[config.mk]
export PLATFORM = sky130hd
export DESIGN_NAME = arm_ik_front
export DESIGN_NICKNAME = d
export VERILOG_FILES = /design/src/rtl/arm_ik_pkg.sv /design/src/rtl/arm_ik_front.sv
export SDC_FILE = /design/constraint.sdc
export NUM_CORES = 2
export LEC_CHECK = 0
export BUFFER_PORTS_ARGS = -buffer_cell sky130_fd_sc_hd__buf_2
export CAP_MARGIN = 5
export CORE_MARGIN = 4
export CORE_UTILIZATION = 59
export DETAILED_ROUTE_END_ITERATION = 8
export PLACE_DENSITY = 0.85
export SLEW_MARGIN = 0
export SYNTH_ARGS = -nofsm -noshare
export SYNTH_HDL_FRONTEND = slang
export SYNTH_SLANG_ARGS = --single-unit
[constraint.sdc]
create_clock -name clk -period 6.99 [get_ports clk]
set_input_delay 0.3495 -clock clk [delete_from_list [all_inputs] [get_ports clk]]
set_output_delay 0.3495 -clock clk [all_outputs]
set_load 0.02 [all_outputs]
[src/rtl/arm_ik_pkg.sv]
// Shared types, constants and helper functions for the arm inverse kinematics pipeline.
package arm_ik_pkg;

  localparam int POS_W        = 14;
  localparam int LEN_W        = 8;
  localparam int OFS_W        = 9;
  localparam int DEG_W        = 8;
  localparam int ANG_FRAC     = 16;
  localparam int ANG_W        = 26;
  localparam int CORDIC_STEPS = 20;
  localparam int NORM_BITS    = 41;
  localparam int CX_W         = 45;
  localparam int SHW          = 6;
  localparam int ATAN_LAT     = CORDIC_STEPS + 4;
  localparam int DEG_TW       = 28;
  localparam int DEG_IW       = DEG_TW - ANG_FRAC;
  localparam int CFG_IDX_W    = 3;
  localparam int CFG_DATA_W   = 9;

  localparam logic signed [ANG_W-1:0] DEG45  = 26'sd2949120;
  localparam logic signed [ANG_W-1:0] DEG90  = 26'sd5898240;
  localparam logic signed [ANG_W-1:0] DEG180 = 26'sd11796480;

  typedef enum logic [1:0] {
    SP_NONE,
    SP_ZERO,
    SP_45,
    SP_90
  } atan_sp_t;

  typedef enum logic [CFG_IDX_W-1:0] {
    REG_UPPER_LEN    = 3'd0,
    REG_LOWER_LEN    = 3'd1,
    REG_SHOULDER_OFS = 3'd2,
    REG_ELBOW_OFS    = 3'd3,
    REG_SERVO_LIMIT  = 3'd4
  } cfg_reg_t;

  // control bits that ride alongside a request
  typedef struct packed {
    logic valid;
    logic oor;
    logic a_neg;
  } ik_ctl_t;

  function automatic int pw_of(input int f);
    return 17 + 2 * f;
  endfunction

  function automatic int vw_of(input int f);
    return ((28 > pw_of(f)) ? 28 : pw_of(f)) + 2;
  endfunction

  // atan(2^-i) in degrees, 16 fractional bits
  function automatic logic [ANG_W-1:0] atan_step(input int i);
    logic [ANG_W-1:0] r;
    case (i)
      0:  r = 26'd2949120;
      1:  r = 26'd1740967;
      2:  r = 26'd919879;
      3:  r = 26'd466945;
      4:  r = 26'd234379;
      5:  r = 26'd117304;
      6:  r = 26'd58666;
      7:  r = 26'd29335;
      8:  r = 26'd14668;
      9:  r = 26'd7334;
      10: r = 26'd3667;
      11: r = 26'd1833;
      12: r = 26'd917;
      13: r = 26'd458;
      14: r = 26'd229;
      15: r = 26'd115;
      16: r = 26'd57;
      17: r = 26'd29;
      18: r = 26'd14;
      19: r = 26'd7;
      default: r = '0;
    endcase
    return r;
  endfunction

  // whole degrees, rounded toward zero
  function automatic logic signed [DEG_IW-1:0] trunc_deg(input logic signed [DEG_TW-1:0] v);
    logic signed [DEG_TW-1:0] m;
    m = v[DEG_TW-1] ? -v : v;
    m = m >>> ANG_FRAC;
    return DEG_IW'(v[DEG_TW-1] ? -m : m);
  endfunction

endpackage

[src/rtl/arm_ik_front.sv]
// Front end: squares, law-of-cosines terms, reach check and the radicand product.
module arm_ik_front #(
  parameter int POS_FRAC_BITS = 4
) (
  input  logic                                       clk,
  input  logic                                       rst,
  input  logic                                       adv,
  input  logic                                       in_valid,
  input  logic signed [arm_ik_pkg::POS_W-1:0]        x,
  input  logic signed [arm_ik_pkg::POS_W-1:0]        y,
  input  logic        [arm_ik_pkg::LEN_W-1:0]        l1,
  input  logic        [arm_ik_pkg::LEN_W-1:0]        l2,
  output arm_ik_pkg::ik_ctl_t                        ctl,
  output logic signed [arm_ik_pkg::POS_W-1:0]        out_x,
  output logic signed [arm_ik_pkg::POS_W-1:0]        out_y,
  output logic signed [arm_ik_pkg::vw_of(POS_FRAC_BITS)-1:0] out_k,
  output logic signed [arm_ik_pkg::vw_of(POS_FRAC_BITS)-1:0] out_a,
  output logic [2*(arm_ik_pkg::pw_of(POS_FRAC_BITS)+1)-1:0]  out_prod
);
  import arm_ik_pkg::*;

  localparam int SQW = 16 + 2 * POS_FRAC_BITS;
  localparam int PW  = pw_of(POS_FRAC_BITS);
  localparam int VW  = vw_of(POS_FRAC_BITS);
  localparam int DW  = PW + 1;
  localparam int PRW = 2 * DW;

  logic v1, v2, v3, v4;
  logic signed [POS_W-1:0] x1, y1, x2, y2, x3, y3, x4, y4;
  logic signed [2*POS_W-1:0] xx_c, yy_c;
  logic [2*POS_W-2:0] xx1, yy1;
  logic [15:0] l1sq_c, l2sq_c, l12_c, l1sq1, l2sq1, l12_1;
  logic zl1, zl2;
  logic [2*POS_W-1:0] r2_c;
  logic [SQW-1:0] sq1_c, sq2_c;
  logic [PW-1:0] p_c;
  logic signed [VW-1:0] a_c, k_c, a2, k2, p2, a3, k3, a4, k4;
  logic oor3, oor4;
  logic [DW-1:0] dm3, dp3;
  logic [PRW-1:0] prod_c, prod4;

  assign xx_c   = (2*POS_W)'(x) * (2*POS_W)'(x);
  assign yy_c   = (2*POS_W)'(y) * (2*POS_W)'(y);
  assign l1sq_c = 16'(l1) * 16'(l1);
  assign l2sq_c = 16'(l2) * 16'(l2);
  assign l12_c  = 16'(l1) * 16'(l2);

  assign r2_c  = {1'b0, xx1} + {1'b0, yy1};
  assign sq1_c = SQW'(l1sq1) << (2 * POS_FRAC_BITS);
  assign sq2_c = SQW'(l2sq1) << (2 * POS_FRAC_BITS);
  assign p_c   = PW'(l12_1) << (2 * POS_FRAC_BITS + 1);
  assign a_c   = $signed(VW'(r2_c)) - $signed(VW'(sq1_c)) - $signed(VW'(sq2_c));
  assign k_c   = $signed(VW'(r2_c)) + $signed(VW'(sq1_c)) - $signed(VW'(sq2_c));

  assign prod_c = PRW'(dm3) * PRW'(dp3);

  always_ff @(posedge clk) begin
    if (rst) begin
      v1 <= 1'b0;
      v2 <= 1'b0;
      v3 <= 1'b0;
      v4 <= 1'b0;
    end else if (adv) begin
      v1 <= in_valid;
      v2 <= v1;
      v3 <= v2;
      v4 <= v3;
    end
  end

  always_ff @(posedge clk) begin
    if (adv) begin
      x1    <= x;
      y1    <= y;
      xx1   <= xx_c[2*POS_W-2:0];
      yy1   <= yy_c[2*POS_W-2:0];
      l1sq1 <= l1sq_c;
      l2sq1 <= l2sq_c;
      l12_1 <= l12_c;
      zl1   <= (l1 == '0) || (l2 == '0);

      x2  <= x1;
      y2  <= y1;
      a2  <= a_c;
      k2  <= k_c;
      p2  <= $signed(VW'(p_c));
      zl2 <= zl1;

      x3   <= x2;
      y3   <= y2;
      a3   <= a2;
      k3   <= k2;
      oor3 <= zl2 || (a2 > p2) || (a2 < -p2);
      dm3  <= DW'(p2 - a2);
      dp3  <= DW'(p2 + a2);

      x4    <= x3;
      y4    <= y3;
      a4    <= a3;
      k4    <= k3;
      oor4  <= oor3;
      prod4 <= prod_c;
    end
  end

  assign ctl.valid = v4;
  assign ctl.oor   = oor4;
  assign ctl.a_neg = a4[VW-1];
  assign out_x     = x4;
  assign out_y     = y4;
  assign out_k     = k4;
  assign out_a     = a4;
  assign out_prod  = prod4;

endmodule

==> impl_results.md <==
* All-Layer GR Usage at 0.260
* DP HPWL at 113,000 um
* Status: finished, violations left
* Clock Path Buffers at 3
* Die Ht at 330 um
* Mapped Cells at 5,797
* Synth Cell Area at 61,300 sq um
* Max Freq at 135 MHz
* Htree depth at 2
* Vias in the first global route at 44,900
* Final Cycle Share at 1.06
* Seq cells post-synth at 499
* Pin count of the biggest net entering global routing at 165
* Clk sinks at 499
* I/O pins at 191
* Vias per cell at 5.43
* Synth area leader: fa_1
* Crit Path Max Fanout at 4
* CTS tree: yes
* Worst EP required at 7400 ps
* Initial antenna violation count at 10
* DRC at 0
* 1st-iter DRT viols at 2,545
* Die Area at 109,000 sq um
* Die width at 330 um
* Element type at the critical path start: flop
* CP arrival at 7840 ps
* WL/cell at 18.1 um
* Predominant post-synthesis flop cell: edfxtp_1
* Fillers at 7,551
* Clock transition at path regs at 70 ps
* Final Setup Violations at 9
* 1st-pass router iterations at 6
* Most common cell after layout, fill and taps aside: inv_1
* First-pass GRT wire length at 225,000 um
* Critical path type: flop to flop
* Number of synthesized flops with an enable pin at 495
* Port Buffers at 190
* Pins Over Slew Limit at 0
* Hold Crit Depth at 1
* Vias post-DR at 41,200
* Failing checks: negative setup slack
* Area share of the largest cell type after synthesis at 0.333
* Hold Crit Class: input port to flop
* Most frequent cells in the layout: inv_1 (1,218), fa_1 (1,010), ha_1 (557), and2_1 (543), edfxtp_1 (495)
* YS warnings at 0
* # nets final at 7,789
* Core ar. at 102,000 sq um
* Num CTS Buffers at 58
* Share of cells above drive strength 1 at 0.110
* Area Overhead vs Synth at 11.0%
* RD Place Congestion at 0.932
* Ranking of synthesized cells by area: fa_1 (33%), edfxtp_1 (24%), ha_1 (12%), inv_1 (7.5%), and2_1 (5.6%)
* Minimum clock period at 7430 ps
* Setup_tns at -1510 ps
* Antenna viol nets, final at 0
* Clock latency at the later pin of the worst-skew pair at 680 ps
* Final Hold Fails at 0
* Max-slew headroom at 0.358
* Root Driver: clkbuf_16
* Syn Nets at 7,428
* Initial Utilization at 0.598
* Overflow after GRT at 0
* Ys async rst share at 0
* Least-Margin Pin Slew at 963 ps
* Crit path setup slack, layout at -438 ps
* Max Cap Violations at 0
* RSZ-0062 raised after global routing: yes
* # rows at 117
* Synth unique cells at 75
* Wirelength, routed at 137,000 um
* Worst setup EP type: flop
* Worst r2r path cells at 27
* Skew final at 27.4 ps
* Mean Syn Cell Area at 10.6 sq um
* Register area share after synthesis at 0.244
[final timing paths]
path                start           end  slack, ps
setup / recovery  dm3[15]  out_prod[51]       -440
hold / removal       x[3]         x1[3]         60
setup reg to reg  dm3[15]  out_prod[51]       -440
hold reg to reg     k2[9]         k3[9]        410
[flip-flops by register name, summed over array words and instances (netlist names), 28 cells and up]
| register | flops |
|---|---|
| a2 | 30 |
| k2 | 28 |
| out_a | 30 |
| k3 | 28 |
| a3 | 30 |
| out_k | 28 |
| out_prod | 51 |
[layout make-up]
| class | instances | area [sq um] | share of cell area |
|---|---|---|---|
| multi-input combinational | 3887 | 41400 | 0.609 |
| clock inverter | 41 | 465 | 0.00684 |
| clock buffer | 69 | 1490 | 0.0220 |
| timing repair buffer | 487 | 3370 | 0.0496 |
| antenna | 6 | 15.0 | 0.000221 |
| tap | 1368 | 1710 | 0.0252 |
| inverter | 1225 | 4600 | 0.0676 |
| sequential | 499 | 14900 | 0.220 |
[repair_timing]
action | CTS | global route
hold buffers | 6 | 0
gates resized for setup | 40 | 44
setup buffers | 10 | 12
setup endpoints to repair | 13 | 19
pin swaps | 48 | 37
hold endpoints to repair | 8 | 0
[critical path, stage by stage, from the launching register on]
cell,delay [ps]
edfxtp_1,500
and2_4,210
fa_1,510
fa_1,570
inv_2,50
fa_1,490
inv_2,40
fa_1,550
inv_2,40
fa_1,470
inv_1,50
fa_1,470
inv_1,50
fa_1,490
inv_2,50
ha_4,230
and3_4,150
and2_4,160
a221oi_4,270
o21ai_2,150
o211ai_1,220
nand2_1,90
buf_6,140
a41o_4,260
a22o_4,280
o41ai_4,330
mux2i_1,220
nand4_1,100
[cells by family after synthesis]
group / share of synthesized area
xor+xnor: 0.0404
simple gates: 0.124
buf+inv: 0.0869
mux: 0.00208
flops: 0.244
compound gates: 0.0545
fa+ha+maj: 0.448
[metal layers]
| layer | track usage | routed length [um] | up-vias |
|---|---|---|---|
| met5 | 0 | 81 | - |
| met4 | 0.103 | 5880 | 12 |
| met3 | 0.0478 | 9790 | 368 |
| met2 | 0.458 | 69300 | 1382 |
| met1 | 0.319 | 52200 | 20600 |
| li1 | - | - | 18800 |
[cell usage after synthesis, types with 33 or more instances]
master / instances
inv_1: 1223
and2_1: 548
nor3_1: 47
nor2b_1: 44
nand3_1: 37
ha_1: 565
nor2_1: 162
xor2_1: 67
a21oi_1: 170
o21bai_1: 33
edfxtp_1: 495
fa_1: 1018
nand2_1: 495
a21o_1: 65
clkbuf_1: 178
o21ai_0: 91
nand2b_1: 46
xnor2_1: 214
[per-stage QoR]
stage | cells | setup slack [ps] | hold slack, ps | utilization | instance area (sq um)
floorplan | 5797 | -5.31 | 400 | - | 61500
global placement | 7441 | -464 | 400 | 0.639 | 65500
detailed placement | 7441 | -543 | 405 | 0.639 | 65500
CTS | 7566 | -340 | 5.50 | 0.661 | 67700
global route | 7578 | -694 | 22.5 | 0.664 | 68000
finish | 7582 | -438 | 56.8 | 0.664 | 68000
Power is left out: the tool's default activity adds up to more than one toggle a clock period on the data nets, which glitch-free logic cannot reach.
