## src/rtl/arm_ik_pkg.sv

```systemverilog
// Shared types, constants and helper functions for the arm inverse kinematics pipeline.
package arm_ik_pkg;

  localparam int POS_W        = 14;
  localparam int LEN_W        = 8;
  localparam int OFS_W        = 9;
  localparam int DEG_W        = 8;
  localparam int ANG_FRAC     = 16;
  localparam int ANG_W        = 26;
  localparam int CORDIC_STEPS = 20;
  localparam int NORM_BITS    = 41;
  localparam int CX_W         = 45;
  localparam int SHW          = 6;
  localparam int ATAN_LAT     = CORDIC_STEPS + 4;
  localparam int DEG_TW       = 28;
  localparam int DEG_IW       = DEG_TW - ANG_FRAC;
  localparam int CFG_IDX_W    = 3;
  localparam int CFG_DATA_W   = 9;

  localparam logic signed [ANG_W-1:0] DEG45  = 26'sd2949120;
  localparam logic signed [ANG_W-1:0] DEG90  = 26'sd5898240;
  localparam logic signed [ANG_W-1:0] DEG180 = 26'sd11796480;

  typedef enum logic [1:0] {
    SP_NONE,
    SP_ZERO,
    SP_45,
    SP_90
  } atan_sp_t;

  typedef enum logic [CFG_IDX_W-1:0] {
    REG_UPPER_LEN    = 3'd0,
    REG_LOWER_LEN    = 3'd1,
    REG_SHOULDER_OFS = 3'd2,
    REG_ELBOW_OFS    = 3'd3,
    REG_SERVO_LIMIT  = 3'd4
  } cfg_reg_t;

  // control bits that ride alongside a request
  typedef struct packed {
    logic valid;
    logic oor;
    logic a_neg;
  } ik_ctl_t;

  function automatic int pw_of(input int f);
    return 17 + 2 * f;
  endfunction

  function automatic int vw_of(input int f);
    return ((28 > pw_of(f)) ? 28 : pw_of(f)) + 2;
  endfunction

  // atan(2^-i) in degrees, 16 fractional bits
  function automatic logic [ANG_W-1:0] atan_step(input int i);
    logic [ANG_W-1:0] r;
    case (i)
      0:  r = 26'd2949120;
      1:  r = 26'd1740967;
      2:  r = 26'd919879;
      3:  r = 26'd466945;
      4:  r = 26'd234379;
      5:  r = 26'd117304;
      6:  r = 26'd58666;
      7:  r = 26'd29335;
      8:  r = 26'd14668;
      9:  r = 26'd7334;
      10: r = 26'd3667;
      11: r = 26'd1833;
      12: r = 26'd917;
      13: r = 26'd458;
      14: r = 26'd229;
      15: r = 26'd115;
      16: r = 26'd57;
      17: r = 26'd29;
      18: r = 26'd14;
      19: r = 26'd7;
      default: r = '0;
    endcase
    return r;
  endfunction

  // whole degrees, rounded toward zero
  function automatic logic signed [DEG_IW-1:0] trunc_deg(input logic signed [DEG_TW-1:0] v);
    logic signed [DEG_TW-1:0] m;
    m = v[DEG_TW-1] ? -v : v;
    m = m >>> ANG_FRAC;
    return DEG_IW'(v[DEG_TW-1] ? -m : m);
  endfunction

endpackage

```

## src/rtl/arm_ik_back.sv

```systemverilog
// Back end: joint angles to servo degrees, truncation, clamping and output register.
module arm_ik_back (
  input  logic                                clk,
  input  logic                                rst,
  input  logic                                adv,
  input  arm_ik_pkg::ik_ctl_t                 ctl,
  input  logic signed [arm_ik_pkg::ANG_W-1:0] z_target,
  input  logic signed [arm_ik_pkg::ANG_W-1:0] z_bend,
  input  logic signed [arm_ik_pkg::ANG_W-1:0] z_elbow,
  input  logic        [arm_ik_pkg::OFS_W-1:0] shoulder_ofs,
  input  logic        [arm_ik_pkg::OFS_W-1:0] elbow_ofs,
  input  logic        [arm_ik_pkg::DEG_W-1:0] limit,
  output logic                                out_valid,
  output logic        [arm_ik_pkg::DEG_W-1:0] shoulder_deg,
  output logic        [arm_ik_pkg::DEG_W-1:0] elbow_deg,
  output logic                                hit,
  output logic                                oor
);
  import arm_ik_pkg::*;

  logic signed [ANG_W:0]    th1_c, th2_c;
  logic signed [DEG_TW-1:0] dv1_c, dv2_c, dv1, dv2;
  logic                     v1, oor1;
  logic signed [DEG_IW-1:0] q1_c, q2_c;
  logic signed [DEG_IW-1:0] lim_s;
  logic [DEG_W-1:0]         s_c, e_c;
  logic                     hs_c, he_c;

  assign th1_c = (ANG_W+1)'(z_target) - (ANG_W+1)'(z_bend);
  assign th2_c = ctl.a_neg ? (ANG_W+1)'(DEG180) - (ANG_W+1)'(z_elbow)
                           : (ANG_W+1)'(z_elbow);
  assign dv1_c = $signed(DEG_TW'(shoulder_ofs) << ANG_FRAC) - DEG_TW'(th1_c);
  assign dv2_c = $signed(DEG_TW'(elbow_ofs) << ANG_FRAC) - DEG_TW'(th2_c);

  assign q1_c  = trunc_deg(dv1);
  assign q2_c  = trunc_deg(dv2);
  assign lim_s = $signed(DEG_IW'(limit));

  always_comb begin
    hs_c = 1'b1;
    if (q1_c > lim_s) begin
      s_c = limit;
    end else if (q1_c < 0) begin
      s_c = '0;
    end else begin
      s_c  = q1_c[DEG_W-1:0];
      hs_c = 1'b0;
    end
    he_c = 1'b1;
    if (q2_c > lim_s) begin
      e_c = limit;
    end else if (q2_c < 0) begin
      e_c = '0;
    end else begin
      e_c  = q2_c[DEG_W-1:0];
      he_c = 1'b0;
    end
  end

  always_ff @(posedge clk) begin
    if (rst) begin
      v1        <= 1'b0;
      out_valid <= 1'b0;
    end else if (adv) begin
      v1        <= ctl.valid;
      out_valid <= v1;
    end
  end

  always_ff @(posedge clk) begin
    if (adv) begin
      dv1  <= dv1_c;
      dv2  <= dv2_c;
      oor1 <= ctl.oor;

      shoulder_deg <= oor1 ? '0 : s_c;
      elbow_deg    <= oor1 ? '0 : e_c;
      hit          <= oor1 ? 1'b0 : (hs_c || he_c);
      oor          <= oor1;
    end
  end

endmodule

```

## config.mk

```make
export PLATFORM = sky130hd
export DESIGN_NAME = arm_ik_back
export DESIGN_NICKNAME = d
export VERILOG_FILES = /design/src/rtl/arm_ik_pkg.sv /design/src/rtl/arm_ik_back.sv
export SDC_FILE = /design/constraint.sdc
export NUM_CORES = 1
export LEC_CHECK = 0
export BUFFER_PORTS_ARGS = -buffer_cell sky130_fd_sc_hd__buf_2
export CORE_MARGIN = 1
export CORE_UTILIZATION = 50
export DETAILED_ROUTE_END_ITERATION = 8
export GPL_ROUTABILITY_DRIVEN = 1
export PLACE_DENSITY = 0.76
export SYNTH_ARGS = -nofsm -noshare
export SYNTH_HDL_FRONTEND = slang
export SYNTH_SLANG_ARGS = --single-unit
```

## constraint.sdc

```tcl
create_clock -name clk -period 8.83 [get_ports clk]
set_clock_uncertainty 0.15 [all_clocks]
set_input_delay 0 -clock clk [delete_from_list [all_inputs] [get_ports clk]]
set_output_delay 0 -clock clk [all_outputs]
set_load 0.02 [all_outputs]
```

==> flow_summary.yaml <==
worst_setup_path:
  worst_setup_path_end_kind: "register"
  timing.critical_path.from: "dv1[8]$_DFFE_PP_"
  worst_setup_path_endpoint: "shoulder_deg[7]$_SDFFCE_PP0P_"
  r2r.worst_path.cells: 19
  required_ps: 8800
  startpoint_class_of_the_critical_path: "register"
  ff2ff_setup_slack_ps: 3800
  critPathKind: "register to register"
  critical_path_peak_fanout: 9
  critPathArrivalTime_ps: 5010
  regToRegEndpoint: "shoulder_deg[7]$_SDFFCE_PP0P_"
  reg2reg_from: "dv1[8]$_DFFE_PP_"
synth:
  portion_of_the_post_synthesis_area_used_by_sequential_elements: 0.3114
  synth_compound_gate_area_share: 0.1691
  avgSynthCellArea_sq_um: 9.022
  synth_enable_flop_cells: 75
  synth_top_family_by_area: "simple AND/OR/NAND/NOR gates"
  yosys.area.top_type_share: 0.3059
  post_synth_fa_ha_maj_area_fraction: 0.1479
  synth_async_sr_flop_share: 0
  post_synth_mux_area_share: 0.02634
  synth_cell_types: 70
  synthMostInstantiatedCell: "sky130_fd_sc_hd__inv_1"
  area_contributors_post_synth: "sky130_fd_sc_hd__edfxtp_1, sky130_fd_sc_hd__ha_1, sky130_fd_sc_hd__xnor2_1"
  synth.cells.most_frequent: "sky130_fd_sc_hd__inv_1, sky130_fd_sc_hd__edfxtp_1, sky130_fd_sc_hd__ha_1"
  synth.net_count: 1007
  synthCells: 816
  yosys_most_used_dff: "sky130_fd_sc_hd__edfxtp_1"
  post_synth_and_or_nand_nor_area_fraction: 0.1793
  synthDominantAreaCellType: "sky130_fd_sc_hd__edfxtp_1"
  yosysWarningCount: 0
  synth-xor-area-share: 0.1047
  synth-seq-cells: 77
  post_synth_instance_area_sq_um: 7362
floorplanning:
  die_outline_area_sq_um: 15210
  die_height_microns: 123.3
  fp.coreArea_sq_um: 14100
  floorplan.die.width_microns: 123.3
  core.rowCount: 43
  design.portCount: 129
  floorplan.initialDensity: 0.5223
layout:
  area_delta_synth_final_pct: 16.55
  final_net_count: 1140
  fillers: 1246
  post_route_cells_drive_above_1_share: 0.1688
cts:
  clk_transition_reported_paths_ps: 60
  tritoncts_clock_tree: "done"
  cts_root_buffer: "sky130_fd_sc_hd__clkbuf_16"
  clkLatencyLatePin_ps: 330
  cts.sink_count: 77
  htree_levels: 3
  tritoncts.num_buffers: 9
  cts-resized-gates: 0
  cts_buffer_depth: 2
route:
  avgRoutedWirePerCell_microns: 13.37
  vias: 6318
  detail_route.drc_violations: 0
  drtPass1Iterations: 5
  wl_mm: 15.17
  postRouteAntennaNets: 0
  post_drt_via_cell_ratio: 5.567
  drt_iter0_markers: 306
run_status:
  outcome: "complete, no violations"
sta:
  tightestPinTransition_ps: 1059
  layout_min_cycle_time_ps: 5032
  rsz0062_at_grt: "false"
  timing.setup.tns_ps: 0
  report.final.slew_viol_count: 0
  fmax_mhz: 198.7
  period_utilization: 0.5699
  report.final.setup_viol: 0
  hold_violations: 0
  slew_headroom: 0.2927
power:
  report.power.total_mw: 1.380
  cellPowerDensity_nw_per_um2: 160.9
  power.leakage_nw: 3.783
  ir_worst_vdd_mv: 0.09358
global_routing:
  combined_global_route_utilization_of_all_metal_layers: 0.2043
  grt-ovfl-total: 0
  antenna_found_initial: 2
  pin_count_of_the_biggest_net_entering_global_routing: 78
  grt_pass1_vias: 5800
  global_route_wire_length_before_repair_mm: 25.18
hold_path:
  hp-class: "primary input to register"
placement:
  port_buffers: 128
  finalWeightedCongestion: 0.9097
  final_hpwl_from_detailed_placement_mm: 11.87
flow_run:
  drv_cap: 0
[logic make-up (layout without fill, tap and decap cells)]
logic type	count (synthesis)	after routing
AO/OA/AOI/OAI	184	184
XOR/XNOR	88	88
adder cells (fa/ha/maj)	81	81
buffers and inverters	109	247
flip-flops	77	77
multiplexers	19	19
other	0	1
AND/OR/NAND/NOR	258	258
[cell type report]
type / instances / area (sq um) / share of cell area
antenna: 1 / 2.502 / 0.0002916
clock buffer: 9 / 225.2 / 0.02625
clock inverter: 7 / 50.05 / 0.005833
inverter: 81 / 304.0 / 0.03543
multi-input combinational: 630 / 4618 / 0.5382
sequential: 77 / 2292 / 0.2671
tap: 180 / 225.2 / 0.02625
timing repair buffer: 150 / 863.3 / 0.1006
[report_power, final]
group          internal [mW]  switching (mW)  total [mW]
Sequential             0.481          0.0477       0.528
Clock                  0.190           0.140       0.330
Combinational          0.233           0.288       0.522
[registers in the layout, summed over array words and instances (netlist names)]
name          flops
oor1              1
dv2              28
out_valid         1
v1                1
shoulder_deg      8
dv1              28
hit               1
elbow_deg         8
oor               1
[cell usage in the layout (no fill, tap or decap), types with 5 or more instances in the layout]
master / count
sky130_fd_sc_hd__a31oi_1: 9
sky130_fd_sc_hd__buf_2: 127
sky130_fd_sc_hd__and4_1: 5
sky130_fd_sc_hd__o31ai_1: 7
sky130_fd_sc_hd__fa_1: 10
sky130_fd_sc_hd__nor2_1: 53
sky130_fd_sc_hd__nor3_1: 33
sky130_fd_sc_hd__a21o_1: 23
sky130_fd_sc_hd__nor4_1: 13
sky130_fd_sc_hd__a21oi_1: 43
sky130_fd_sc_hd__dlygate4sd3_1: 22
sky130_fd_sc_hd__edfxtp_1: 75
sky130_fd_sc_hd__clkbuf_16: 9
sky130_fd_sc_hd__ha_1: 71
sky130_fd_sc_hd__nand3_1: 23
sky130_fd_sc_hd__nand4_1: 13
sky130_fd_sc_hd__nor2b_1: 9
sky130_fd_sc_hd__mux2i_1: 16
sky130_fd_sc_hd__nand2b_1: 11
sky130_fd_sc_hd__and2_1: 5
sky130_fd_sc_hd__nand2_1: 63
sky130_fd_sc_hd__xnor2_1: 54
sky130_fd_sc_hd__or4_1: 6
sky130_fd_sc_hd__inv_1: 81
sky130_fd_sc_hd__o21ai_0: 37
sky130_fd_sc_hd__o21a_1: 9
sky130_fd_sc_hd__or3_1: 5
sky130_fd_sc_hd__o21bai_1: 5
sky130_fd_sc_hd__xor2_1: 34
sky130_fd_sc_hd__a211oi_1: 10
[what timing repair did]
item / in CTS / in global routing
hold buffers: 22 / 0
setup buffers: 0 / 0
hold endpoints to repair: 27 / 0
[how the worst min path moves through the flow]
stage                 start                endpoint  slack, ps  depth (start not counted)
3_5_place_dp            rst  out_valid$_SDFFE_PP0P_         30                          2
2_1_floorplan           rst  out_valid$_SDFFE_PP0P_        -80                          1
6_report       elbow_ofs[8]       dv2[24]$_DFFE_PP_         30                          3
3_3_place_gp            rst         v1$_SDFFE_PP0P_         20                          2
5_1_grt          z_elbow[1]        dv2[1]$_DFFE_PP_         50                          3
4_1_cts         z_elbow[10]       dv2[10]$_DFFE_PP_          3                          3
[per-stage QoR]
stage	setup slack [ps]	hold WS, ps	instances	util	instance area (sq um)
floorplan	4488	-77.62	816	-	7362
global placement	4165	24.89	1096	0.5734	8083
detailed placement	3873	29.03	1096	0.5734	8083
CTS	3847	3.431	1134	0.6086	8578
global route	3422	47.50	1135	0.6087	8581
finish	3798	26.71	1135	0.6087	8581
[worst max-delay path: stages (launching register included)]
cell                       delay, ps
sky130_fd_sc_hd__edfxtp_1        360
sky130_fd_sc_hd__nor4_1          410
sky130_fd_sc_hd__nand4_1         390
sky130_fd_sc_hd__nand2_1         250
sky130_fd_sc_hd__xor2_1          290
sky130_fd_sc_hd__ha_1            320
sky130_fd_sc_hd__nand2_1          70
sky130_fd_sc_hd__or2_2           290
sky130_fd_sc_hd__mux2_2          290
sky130_fd_sc_hd__a21oi_1         130
sky130_fd_sc_hd__a32o_1          140
sky130_fd_sc_hd__nand2_1          60
sky130_fd_sc_hd__xnor2_1         220
sky130_fd_sc_hd__ha_1            290
sky130_fd_sc_hd__a21o_1          180
sky130_fd_sc_hd__a21oi_1         130
sky130_fd_sc_hd__a22o_1          160
sky130_fd_sc_hd__and2_1          290
sky130_fd_sc_hd__a21oi_1         120
sky130_fd_sc_hd__nor3_1          300
[per-layer routing]
metal | vias up | GRT usage | wire length (microns)
met4 | 2 | 0.05497 | 146
li1 | 3233 | - | -
met3 | 13 | 0.02675 | 628
met5 | - | 0 | 13
met2 | 152 | 0.3568 | 7446
met1 | 2918 | 0.2643 | 6937
Note: power is estimated with default switching activity, not from simulation.
